--- src/lbbf_pkg.sv ---
// Shared types, character codes and control signal groups for the line buffer filter.
package lbbf_pkg;

    // Input opcodes
    localparam logic       OP_DATA  = 1'b0;
    localparam logic       OP_FLUSH = 1'b1;

    // Character codes with special meaning
    localparam logic [7:0] CHAR_BACKSPACE = 8'h08;
    localparam logic [7:0] CHAR_NEWLINE   = 8'h0A;

    typedef struct packed {
        logic       opcode;
        logic [7:0] in_byte;
    } t_in_item;

    typedef struct packed {
        logic [7:0] out_byte;
        logic       last;
    } t_out_item;

    typedef enum logic [1:0] {
        ST_IDLE,
        ST_READ,
        ST_EMIT,
        ST_PEND
    } t_state;

    // Commands from controller to datapath
    typedef struct packed {
        logic ram_wr;      // write a byte at the fill position
        logic wr_sel_pend; // written byte comes from the pending register
        logic fill_inc;
        logic fill_dec;
        logic fill_clr;
        logic idx_clr;
        logic idx_inc;
        logic rd_en;       // read the store at the drain index
        logic pend_load;   // capture the incoming byte for later
        logic out_load;    // load the output register
        logic out_sel_bs;  // output register takes a lone backspace
    } t_dp_cmd;

    // Status from datapath to controller
    typedef struct packed {
        logic in_is_flush;
        logic in_is_bs;
        logic in_is_nl;
        logic pend_is_nl;
        logic fill_zero;
        logic fill_full;
        logic last_rd;     // current drain index is the final buffered byte
        logic out_free;    // output register can take a new transaction
    } t_dp_stat;

endpackage

--- src/lbbf_ram.sv ---
// Generic single write port, single read port RAM with registered read data.
module lbbf_ram #(
    parameter int WIDTH = 8,
    parameter int DEPTH = 32
) (
    input  logic                     i_clk,
    input  logic                     i_wr_en,
    input  logic [$clog2(DEPTH)-1:0] i_wr_addr,
    input  logic [WIDTH-1:0]         i_wr_data,
    input  logic                     i_rd_en,
    input  logic [$clog2(DEPTH)-1:0] i_rd_addr,
    output logic [WIDTH-1:0]         o_rd_data
);

    logic [WIDTH-1:0] r_mem [DEPTH];
    logic [WIDTH-1:0] r_rd_data;

    // Write port
    always_ff @(posedge i_clk) begin
        if (i_wr_en) begin
            r_mem[i_wr_addr] <= i_wr_data;
        end
    end

    // Registered read port, holds its data while not enabled
    always_ff @(posedge i_clk) begin
        if (i_rd_en) begin
            r_rd_data <= r_mem[i_rd_addr];
        end
    end

    assign o_rd_data = r_rd_data;

endmodule

--- src/lbbf_datapath.sv ---
// Datapath: line store, fill count, drain index, pending byte and output register.
module lbbf_datapath #(
    parameter int LINE_DEPTH = 32
) (
    input  logic                i_clk,
    input  logic                i_rst_n,
    input  lbbf_pkg::t_in_item  i_in_data,
    input  lbbf_pkg::t_dp_cmd   i_cmd,
    output lbbf_pkg::t_dp_stat  o_stat,
    output logic                o_out_valid,
    input  logic                i_out_ready,
    output lbbf_pkg::t_out_item o_out_data
);

    localparam int AW = $clog2(LINE_DEPTH);
    localparam int CW = $clog2(LINE_DEPTH + 1);

    logic [CW-1:0]       r_fill, n_fill;
    logic [CW-1:0]       r_idx, n_idx;
    logic [7:0]          r_pend_byte;
    lbbf_pkg::t_out_item r_out, n_out;
    logic                r_out_valid, n_out_valid;

    logic [7:0] wr_data;
    logic [7:0] rd_data;
    logic [CW-1:0] idx_plus;

    // Line store
    assign wr_data = i_cmd.wr_sel_pend ? r_pend_byte : i_in_data.in_byte;

    lbbf_ram #(
        .WIDTH(8),
        .DEPTH(LINE_DEPTH)
    ) u_store (
        .i_clk    (i_clk),
        .i_wr_en  (i_cmd.ram_wr),
        .i_wr_addr(r_fill[AW-1:0]),
        .i_wr_data(wr_data),
        .i_rd_en  (i_cmd.rd_en),
        .i_rd_addr(r_idx[AW-1:0]),
        .o_rd_data(rd_data)
    );

    assign idx_plus = r_idx + CW'(1);

    // Report status
    always_comb begin
        o_stat.in_is_flush = (i_in_data.opcode == lbbf_pkg::OP_FLUSH);
        o_stat.in_is_bs    = (i_in_data.in_byte == lbbf_pkg::CHAR_BACKSPACE);
        o_stat.in_is_nl    = (i_in_data.in_byte == lbbf_pkg::CHAR_NEWLINE);
        o_stat.pend_is_nl  = (r_pend_byte == lbbf_pkg::CHAR_NEWLINE);
        o_stat.fill_zero   = (r_fill == '0);
        o_stat.fill_full   = (r_fill == CW'(LINE_DEPTH));
        o_stat.last_rd     = (idx_plus == r_fill);
        o_stat.out_free    = !r_out_valid || i_out_ready;
    end

    // Advance fill count and drain index
    always_comb begin
        n_fill = r_fill;
        if (i_cmd.fill_clr) begin
            n_fill = '0;
        end else if (i_cmd.fill_inc) begin
            n_fill = r_fill + CW'(1);
        end else if (i_cmd.fill_dec) begin
            n_fill = r_fill - CW'(1);
        end
        n_idx = r_idx;
        if (i_cmd.idx_clr) begin
            n_idx = '0;
        end else if (i_cmd.idx_inc) begin
            n_idx = idx_plus;
        end
    end

    // Load or drop the output transaction
    always_comb begin
        n_out = r_out;
        if (i_cmd.out_load) begin
            if (i_cmd.out_sel_bs) begin
                n_out.out_byte = lbbf_pkg::CHAR_BACKSPACE;
                n_out.last     = 1'b1;
            end else begin
                n_out.out_byte = rd_data;
                n_out.last     = o_stat.last_rd;
            end
        end
        if (i_cmd.out_load) begin
            n_out_valid = 1'b1;
        end else if (r_out_valid && i_out_ready) begin
            n_out_valid = 1'b0;
        end else begin
            n_out_valid = r_out_valid;
        end
    end

    always_ff @(posedge i_clk) begin
        if (!i_rst_n) begin
            r_fill      <= '0;
            r_idx       <= '0;
            r_out_valid <= 1'b0;
        end else begin
            r_fill      <= n_fill;
            r_idx       <= n_idx;
            r_out_valid <= n_out_valid;
        end
    end

    // Payload registers
    always_ff @(posedge i_clk) begin
        r_out <= n_out;
        if (i_cmd.pend_load) begin
            r_pend_byte <= i_in_data.in_byte;
        end
    end

    assign o_out_valid = r_out_valid;
    assign o_out_data  = r_out;

endmodule

--- src/lbbf_controller.sv ---
// Controller: state machine that sequences buffering, drains and the held byte.
module lbbf_controller (
    input  logic               i_clk,
    input  logic               i_rst_n,
    input  logic               i_in_valid,
    output logic               o_in_ready,
    input  lbbf_pkg::t_dp_stat i_stat,
    output lbbf_pkg::t_dp_cmd  o_cmd
);

    lbbf_pkg::t_state r_state, n_state;
    logic             r_pend, n_pend;
    logic             accept;

    assign o_in_ready = (r_state == lbbf_pkg::ST_IDLE) && i_stat.out_free;
    assign accept     = o_in_ready && i_in_valid;

    // Next state and pending flag
    always_comb begin
        n_state = r_state;
        n_pend  = r_pend;
        unique case (r_state)
            lbbf_pkg::ST_IDLE: begin
                if (accept) begin
                    priority if (i_stat.in_is_flush) begin
                        if (!i_stat.fill_zero) begin
                            n_state = lbbf_pkg::ST_READ;
                        end
                    end else if (i_stat.in_is_bs) begin
                        n_state = lbbf_pkg::ST_IDLE;
                    end else if (i_stat.fill_full) begin
                        n_pend  = 1'b1;
                        n_state = lbbf_pkg::ST_READ;
                    end else if (i_stat.in_is_nl) begin
                        n_state = lbbf_pkg::ST_READ;
                    end else begin
                        n_state = lbbf_pkg::ST_IDLE;
                    end
                end
            end
            lbbf_pkg::ST_READ: begin
                n_state = lbbf_pkg::ST_EMIT;
            end
            lbbf_pkg::ST_EMIT: begin
                if (i_stat.out_free) begin
                    if (!i_stat.last_rd) begin
                        n_state = lbbf_pkg::ST_READ;
                    end else if (r_pend) begin
                        n_state = lbbf_pkg::ST_PEND;
                    end else begin
                        n_state = lbbf_pkg::ST_IDLE;
                    end
                end
            end
            lbbf_pkg::ST_PEND: begin
                n_pend  = 1'b0;
                n_state = i_stat.pend_is_nl ? lbbf_pkg::ST_READ : lbbf_pkg::ST_IDLE;
            end
            default: begin
                n_state = lbbf_pkg::ST_IDLE;
            end
        endcase
    end

    // Datapath commands
    always_comb begin
        o_cmd = '0;
        unique case (r_state)
            lbbf_pkg::ST_IDLE: begin
                if (accept) begin
                    priority if (i_stat.in_is_flush) begin
                        o_cmd.idx_clr = !i_stat.fill_zero;
                    end else if (i_stat.in_is_bs) begin
                        if (i_stat.fill_zero) begin
                            o_cmd.out_load   = 1'b1;
                            o_cmd.out_sel_bs = 1'b1;
                        end else begin
                            o_cmd.fill_dec = 1'b1;
                        end
                    end else if (i_stat.fill_full) begin
                        o_cmd.pend_load = 1'b1;
                        o_cmd.idx_clr   = 1'b1;
                    end else begin
                        o_cmd.ram_wr   = 1'b1;
                        o_cmd.fill_inc = 1'b1;
                        o_cmd.idx_clr  = i_stat.in_is_nl;
                    end
                end
            end
            lbbf_pkg::ST_READ: begin
                o_cmd.rd_en = 1'b1;
            end
            lbbf_pkg::ST_EMIT: begin
                if (i_stat.out_free) begin
                    o_cmd.out_load = 1'b1;
                    o_cmd.idx_inc  = 1'b1;
                    o_cmd.fill_clr = i_stat.last_rd;
                end
            end
            lbbf_pkg::ST_PEND: begin
                o_cmd.ram_wr      = 1'b1;
                o_cmd.wr_sel_pend = 1'b1;
                o_cmd.fill_inc    = 1'b1;
                o_cmd.idx_clr     = 1'b1;
            end
            default: begin
                o_cmd = '0;
            end
        endcase
    end

    always_ff @(posedge i_clk) begin
        if (!i_rst_n) begin
            r_state <= lbbf_pkg::ST_IDLE;
            r_pend  <= 1'b0;
        end else begin
            r_state <= n_state;
            r_pend  <= n_pend;
        end
    end

endmodule

--- src/line_buffer_backspace_filter.sv ---
// Top level of the line buffer filter: controller plus datapath.
// A byte is buffered or a backspace absorbed on acceptance; a lone backspace is output
// the cycle after acceptance. A drain reads the store in the READ state, then loads the
// output register in the EMIT state, where it waits while the output is stalled;
// no input is taken until it ends. A byte on a full store is held in the pending register
// during the drain, then written in the PEND state. Reset clears the state, fill count and
// output valid; the line store is not cleared and is never read before being written.
module line_buffer_backspace_filter #(
    parameter int LINE_DEPTH = 32
) (
    input  logic                i_clk,
    input  logic                i_rst_n,
    input  logic                i_in_valid,
    output logic                o_in_ready,
    input  lbbf_pkg::t_in_item  i_in_data,
    output logic                o_out_valid,
    input  logic                i_out_ready,
    output lbbf_pkg::t_out_item o_out_data
);

    lbbf_pkg::t_dp_cmd  cmd;
    lbbf_pkg::t_dp_stat stat;

    lbbf_controller u_ctrl (
        .i_clk     (i_clk),
        .i_rst_n   (i_rst_n),
        .i_in_valid(i_in_valid),
        .o_in_ready(o_in_ready),
        .i_stat    (stat),
        .o_cmd     (cmd)
    );

    lbbf_datapath #(
        .LINE_DEPTH(LINE_DEPTH)
    ) u_dp (
        .i_clk      (i_clk),
        .i_rst_n    (i_rst_n),
        .i_in_data  (i_in_data),
        .i_cmd      (cmd),
        .o_stat     (stat),
        .o_out_valid(o_out_valid),
        .i_out_ready(i_out_ready),
        .o_out_data (o_out_data)
    );

endmodule

--- config.mk ---
export PLATFORM = sky130hd
export DESIGN_NAME = line_buffer_backspace_filter
export DESIGN_NICKNAME = d
export VERILOG_FILES = /design/src/lbbf_pkg.sv /design/src/lbbf_ram.sv /design/src/lbbf_datapath.sv /design/src/lbbf_controller.sv /design/src/line_buffer_backspace_filter.sv
export SDC_FILE = /design/constraint.sdc
export NUM_CORES = 1
export LEC_CHECK = 0
export BUFFER_PORTS_ARGS = -buffer_cell sky130_fd_sc_hd__buf_2
export CAP_MARGIN = 20
export CORE_MARGIN = 5
export CORE_UTILIZATION = 45
export CTS_CLUSTER_SIZE = 10
export DETAILED_ROUTE_END_ITERATION = 7
export HOLD_SLACK_MARGIN = 0.06
export PLACE_DENSITY = 0.65
export SLEW_MARGIN = 25
export SYNTH_ARGS = -nofsm -noshare
export SYNTH_HDL_FRONTEND = slang
export SYNTH_SLANG_ARGS = --single-unit
--- constraint.sdc ---
create_clock -name i_clk -period 5.5 [get_ports i_clk]
set_input_delay 0 -clock i_clk [delete_from_list [all_inputs] [get_ports i_clk]]
set_output_delay 0 -clock i_clk [all_outputs]
set_load 0.02 [all_outputs]
After elaboration in Yosys (flattened, before gate mapping)
Memories as Yosys holds them, arrays and structs flattened. A register that Yosys moved wholly into a read port is not among the register bits.
Cells that the tools add are included.

storage, ports and cells
  register bits = 33
  bits in latches = 0
  memory bits (writable) = 256
  ROM bits = 0
  bits of input ports = 13
  output and inout bits = 11
  logic and storage cells = 96
  memories = 1

operators by class
  $add $sub $neg = 3
  $mul = 0
  div/mod/pow operators = 0
  $lt $le $gt $ge = 0
  equal/unequal tests = 14
  shifts and indexed selects = 0
  multiplexer cells = 54
  bitwise gates (word level) = 1
  reductions and logical operators = 15

memory list
  name                words  width  rd ports  clocked after memory_dff  write ports  line            RTL
  u_dp.u_store.r_mem  32     8      1         1                         1            lbbf_ram.sv:15  logic [WIDTH-1:0] r_mem [DEPTH];

operators with widths
  operator                                              number
  two-way mux 1 bit                                     31
  equality test 8 x 4 -> 1 bit (second input constant)  3
  two-way mux 2 bit                                     12
  adder 6 x 1 -> 6 bit (second input constant)          2
  two-way mux 6 bit                                     2
  case mux 1 bit (2 select lines)                       5
  two-way mux 8 bit                                     1
  case mux 2 bit (4 select lines)                       1
  equality test 6 bit                                   1
  equality test 6 bit (second input constant)           1
  logical NOT 6 bit                                     1
  two-way mux 3 bit                                     2
  != test 2 bit (second input constant)                 3
  nonzero test 2 bit                                    3
  subtractor 6 x 1 -> 6 bit (second input constant)     1
  AND reduction 5 bit                                   1
  equality test 2 bit (second input constant)           2
  != test 2 x 1 -> 1 bit (second input constant)        2
  OR reduction 2 bit                                    2
  logical AND 1 bit                                     3
  != test 3 bit (second input constant)                 1
  AND reduction 3 bit                                   1
  equality test 2 x 1 -> 1 bit (second input constant)  1
  logical NOT 1 bit                                     2
  other kinds (3)                                       3

Longest topological paths before layout
  word-level depth = 8
  gate-level depth with buffers = 13
  gate-level depth less buffers = 13

Cells and area by module
Synthesis repeated with hierarchy kept, for this count alone.

second synthesis, totals
  cells, all modules = 603
  area, all modules = 12,035.3 um2

modules (own cells, without submodules)
  module           times used  cells each  area each (um2)  seq. area each (um2)
  lbbf_ram         1           417         10,133.5         7,927.6
  lbbf_datapath    1           143         1,562.7          770.7
  lbbf_controller  1           43          339.1            60.1

Worst setup path before layout
No wires, ideal clock.

  kind = register -> register
  from = register u_ctrl.r_state[1]
  to = register u_dp.r_fill[5]
  library setup time = 0.128 ns
  arrival time = 2.787 ns
  required time = 5.372 ns
  setup slack = 2.585 ns
  cell stages (with the launch flop) = 13
  buffers on the path = 0
  clock period less this slack = 2.915 ns
  cells stage by stage = dfxtp_1 -> inv_1 -> ha_1 -> nand4_1 -> o41ai_2 -> inv_1 -> ha_1 -> a211oi_1 -> o21bai_1 -> a21oi_1 -> mux2i_1 -> xor2_1 -> nor2_1

between the ends
  word-level cells in the longest chain between the ends = 6
  elaborated cells on any way between the ends = 12
  classes of those cells = 2 x eq/ne; 5 x mux; 5 x reduce/logical

ends and longest elaborated chain
  element                                                                      line                                          RTL
  start: declaration                                                           lbbf_controller.sv:11                         lbbf_pkg::t_state r_state, n_state;
  start signal: assignment                                                     lbbf_controller.sv:114                        r_state <= lbbf_pkg::ST_IDLE;
  start signal: assignment                                                     lbbf_controller.sv:117                        r_state <= n_state;
  logical NOT 2 bit                                                            lbbf_controller.sv:15, lbbf_controller.sv:68
  logical AND 1 bit                                                            lbbf_controller.sv:15                         assign o_in_ready = (r_state == lbbf_pkg::ST_IDLE) && i_stat.out_free;
  logical AND 1 bit                                                            lbbf_controller.sv:16                         assign accept = o_in_ready && i_in_valid;
  two-way mux 2 bit                                                            lbbf_controller.sv:70                         if (accept) begin
  case mux 1 bit (2 select lines) / two-way mux 1 bit (equally long branches)  lbbf_controller.sv:68                         unique case (r_state)
  two-way mux 6 bit / nonzero test 2 bit (equally long branches)               -
  end signal: assignment                                                       lbbf_datapath.sv:103                          r_fill <= n_fill;
  end: declaration                                                             lbbf_datapath.sv:18                           logic [CW-1:0] r_fill, n_fill;

Several ways; a longest one is shown, not always the timed one.
A chain may end at the register's enable or synchronous reset.

Worst setup path after layout
  from = register u_ctrl.r_state[1]
  to = memory u_dp.u_store.r_mem[16][5] (enable)

between the ends
  word-level cells in the longest chain between the ends = 7
  elaborated cells on any way between the ends = 8
  classes of those cells = 1 x eq/ne; 4 x mux; 3 x reduce/logical

ends and longest elaborated chain
  element                                      line                                          RTL
  logical NOT 2 bit                            lbbf_controller.sv:15, lbbf_controller.sv:68
  logical AND 1 bit                            lbbf_controller.sv:15
  logical AND 1 bit                            lbbf_controller.sv:16
  two-way mux 1 bit                            lbbf_controller.sv:70
  case mux 1 bit (2 select lines) (*)          lbbf_controller.sv:68
  two-way mux 1 bit (*)                        lbbf_ram.sv:20                                if (i_wr_en) begin
  two-way mux 1 bit (not written as such) (*)  lbbf_ram.sv:21                                r_mem[i_wr_addr] <= i_wr_data;
  end: declaration                             lbbf_ram.sv:15

Every way passes the cells marked *; elsewhere a longest branch is shown, timed or not.

==> run_results.csv <==
group,metric,value,unit
die,die_h,174,um
synthesis,yosys.cell_types.count,48,
routing,wire_per_inst,24.4,um
hold_path,whs_endpoint,"u_ctrl.r_state[0]$_SDFFE_PN0P_",
power_and_ir_drop,peakVddDrop,174,uV
routing,first_pass_iters,5,
global_routing,grt_pass1_wl,37.7,mm
synthesis,synthFlopType,"edfxtp_1",
hold_path,hold_path_depth,5,
final_layout,final_common_cell,"edfxtp_1",
critical_path,end_kind,"register",
die,start_util,0.459,
routing,drcViolationCount,0,
hold_path,min-delay-start,"i_in_valid",
global_routing,grt_pass1_vias,6042,
placement,dp.cells,944,
placement,io_buffers,23,
synthesis,ys_ff_latch,297,
clock_tree,htreeDepth,2,
final_layout,fin_nets,681,
critical_path,cp.arrival,3.69,ns
synthesis,syn_area_per_cell,19.7,um^2
die,row_count,59,
global_routing,gr-total-overflow,0,
timing,period_share,0.649,
placement,dpl.hpwl,15.1,mm
timing,fin_skew,0.0208,ns
synthesis,ys_top_cells_by_area,"edfxtp_1, mux4_2, dfxtp_1",
timing,hold_slack,0.0966,ns
critical_path,r2r-start,"u_ctrl.r_state[1]$_SDFFE_PN0P_",
timing,max_freq,0.280,GHz
clock_tree,root_buffer,"clkbuf_16",
timing,setup_viol,0,
routing,vias_per_cell,5.87,
die,die_width,174,um
timing,period_minus_slack,3.57,ns
critical_path,worstSetupStartpointType,"register",
synthesis,synth-edff-count,281,
timing,drv_slew,0,
routing,vias,5901,
critical_path,r2r-end,"u_dp.u_store.r_mem[16][5]$_DFFE_PP_",
power_and_ir_drop,power_per_cell_area,417,nW/um^2
flow_run,drv_cap,0,
timing,hold_viol,0,
routing,wirelength,24.5,mm
die,io_pins,24,
routing,postRouteAntennaNets,0,
synthesis,yosysSeqAreaShare,0.728,
critical_path,crit_fanout,8,
synthesis,syn_inst,610,
clock_tree,clock_sinks,297,
placement,place_congestion,0.831,
clock_tree,cts_made_buffers,36,
final_layout,fill_cells,1961,
power_and_ir_drop,power,5.68,mW
placement,pre_cts_slack,2.00,ns
timing,rsz0062_at_grt,"no",
synthesis,async_flop_share,0,
routing,drt_iter0_drc,448,
final_layout,fin_util,0.519,
critical_path,cp.required,5.62,ns
final_layout,final_cell_mix,"edfxtp_1, mux4_2, nor2_1",
timing,worstMarginPinSlew,0.998,ns
global_routing,antenna_found_initial,0,
timing,slew_headroom,0.334,
timing,final_critical_path_setup_slack,1.93,ns
clock_tree,worstSkewPairLatency,0.50,ns
synthesis,synth_top_cell_by_area,"edfxtp_1",
hold_path,hold_class,"in2reg",
final_layout,stdcell_count,1005,
final_layout,antennaDiodeCount,0,
synthesis,synth_top_area_share,0.701,
critical_path,r2r_cells,7,
die,fp.coreArea,26200,um^2
power_and_ir_drop,leakage,4.23,nW
die,die_area,30100,um^2
global_routing,grt_start_max_net_pins,37,
clock_tree,clk_pin_slew_worst_paths,0.06,ns
final_layout,drive_gt1_frac,0.263,
outcome,status,"finished clean",
final_layout,area_growth_syn_to_layout,13.1,%
critical_path,worst-setup-path-type,"reg2reg",
global_routing,track_usage,0.165,
critical_path,rrSetupSlack,1.93,ns
final_layout,stdcell_area,13600,um^2
placement,place_area,12500,um^2
clock_tree,tritoncts,"built",
timing,finalSetupTns,0,ns
synthesis,synth_area,12000,um^2
synthesis,ys_warn_count,0,
clock_tree,postCtsSetupRepairBufs,0,
clock_tree,clk_path_buf_depth,3,
synthesis,synth.net_count,634,
[sequential cells by signal, summed over array words and instances, names as in the netlist]
signal / count
u_dp.u_store.r_mem: 256
u_dp.o_out_data: 9
u_dp.r_pend_byte: 8
u_dp.u_store.o_rd_data: 8
u_dp.r_fill: 6
u_dp.r_idx: 6
u_ctrl.r_state: 2
u_ctrl.r_pend: 1
u_dp.o_out_valid: 1
[synth_stat cells, types with 2 or more instances]
library cell / number
mux4_2: 80
or3b_2: 2
ha_1: 10
o21ai_0: 4
buf_2: 7
xor2_1: 7
nor3_1: 5
nand2_1: 16
nor2_1: 54
nor4_1: 2
a21oi_1: 6
mux2_2: 15
and2_1: 3
clkbuf_1: 15
buf_1: 3
dfxtp_1: 16
nor4b_1: 4
inv_1: 11
nor2b_1: 7
or2_2: 2
nand2b_1: 3
o21ai_1: 2
nand3b_1: 3
or4_1: 3
nand3_1: 6
a31oi_1: 4
a211oi_1: 2
mux2i_1: 4
xnor2_1: 10
or3_1: 3
a21o_1: 2
o21bai_1: 2
edfxtp_1: 281
buf_6: 2
[routing by layer]
metal | part of all wire | vias up | GRT usage
met1 | 0.41 | 3081 | 0.228
met3 | 0.075 | 34 | 0.0382
li1 | - | 2558 | -
met5 | 0 | - | 0
met2 | 0.50 | 228 | 0.269
met4 | 0.018 | 0 | 0.0426
[critical path, cell delays in order (launching register included)]
cell	delay (ns)
dfxtp_1	0.35
inv_1	0.16
ha_1	0.23
nand4_1	0.30
o41ai_2	0.60
inv_1	0.27
or3_1	0.62
nor2_1	0.65
[area by class of cell]
cell class | count | area [um^2] | area share
Multi-Input combinational cell | 274 | 3120 | 0.230
Tap cell | 335 | 419 | 0.0308
Timing Repair Buffer | 36 | 258 | 0.0189
Inverter | 12 | 45.0 | 0.00331
Clock buffer | 48 | 966 | 0.0710
Clock inverter | 3 | 33.8 | 0.00248
Sequential cell | 297 | 8760 | 0.644
[power breakdown]
group / leakage (nW) / total, mW / internal, mW / switching [mW]
Sequential: 2.66 / 2.74 / 2.62 / 0.123
Combinational: 1.08 / 0.887 / 0.399 / 0.488
Clock: 0.486 / 2.05 / 1.22 / 0.830
Total: 4.23 / 5.68 / 4.24 / 1.44
[worst max path at each step]
stage,start,end,slack (ns)
global placement,u_dp.r_fill[2]$_SDFFE_PP0P_,u_dp.u_store.r_mem[24][0]$_DFFE_PP_,2.17
floorplan,u_ctrl.r_state[1]$_SDFFE_PN0P_,u_dp.r_fill[5]$_SDFFE_PP0P_,2.59
finish,u_ctrl.r_state[1]$_SDFFE_PN0P_,u_dp.u_store.r_mem[16][5]$_DFFE_PP_,1.93
detailed placement,u_ctrl.r_state[1]$_SDFFE_PN0P_,u_dp.u_store.r_mem[16][2]$_DFFE_PP_,2.00
global route,u_ctrl.r_state[1]$_SDFFE_PN0P_,u_dp.u_store.r_mem[9][4]$_DFFE_PP_,1.64
CTS,u_ctrl.r_state[1]$_SDFFE_PN0P_,u_dp.u_store.r_mem[16][6]$_DFFE_PP_,1.98
[kinds of logic (layout without fill, tap and decap cells)]
| family | after synthesis | after routing | synth area share |
|---|---|---|---|
| AO/OA/AOI/OAI | 29 | 29 | 0.0166 |
| XOR/XNOR | 17 | 17 | 0.0124 |
| flip-flops | 297 | 297 | 0.728 |
| AND/OR/NAND/NOR | 118 | 118 | 0.0501 |
| buffers and inverters | 39 | 99 | 0.0141 |
| adder cells (fa/ha/maj) | 11 | 11 | 0.0121 |
| multiplexers | 99 | 99 | 0.167 |
[timing repair]
action,in CTS,in global routing
hold buffers,10,0
hold endpoints to repair,24,0
gates resized for setup,0,0
Note: power is estimated with default switching activity, not from simulation.
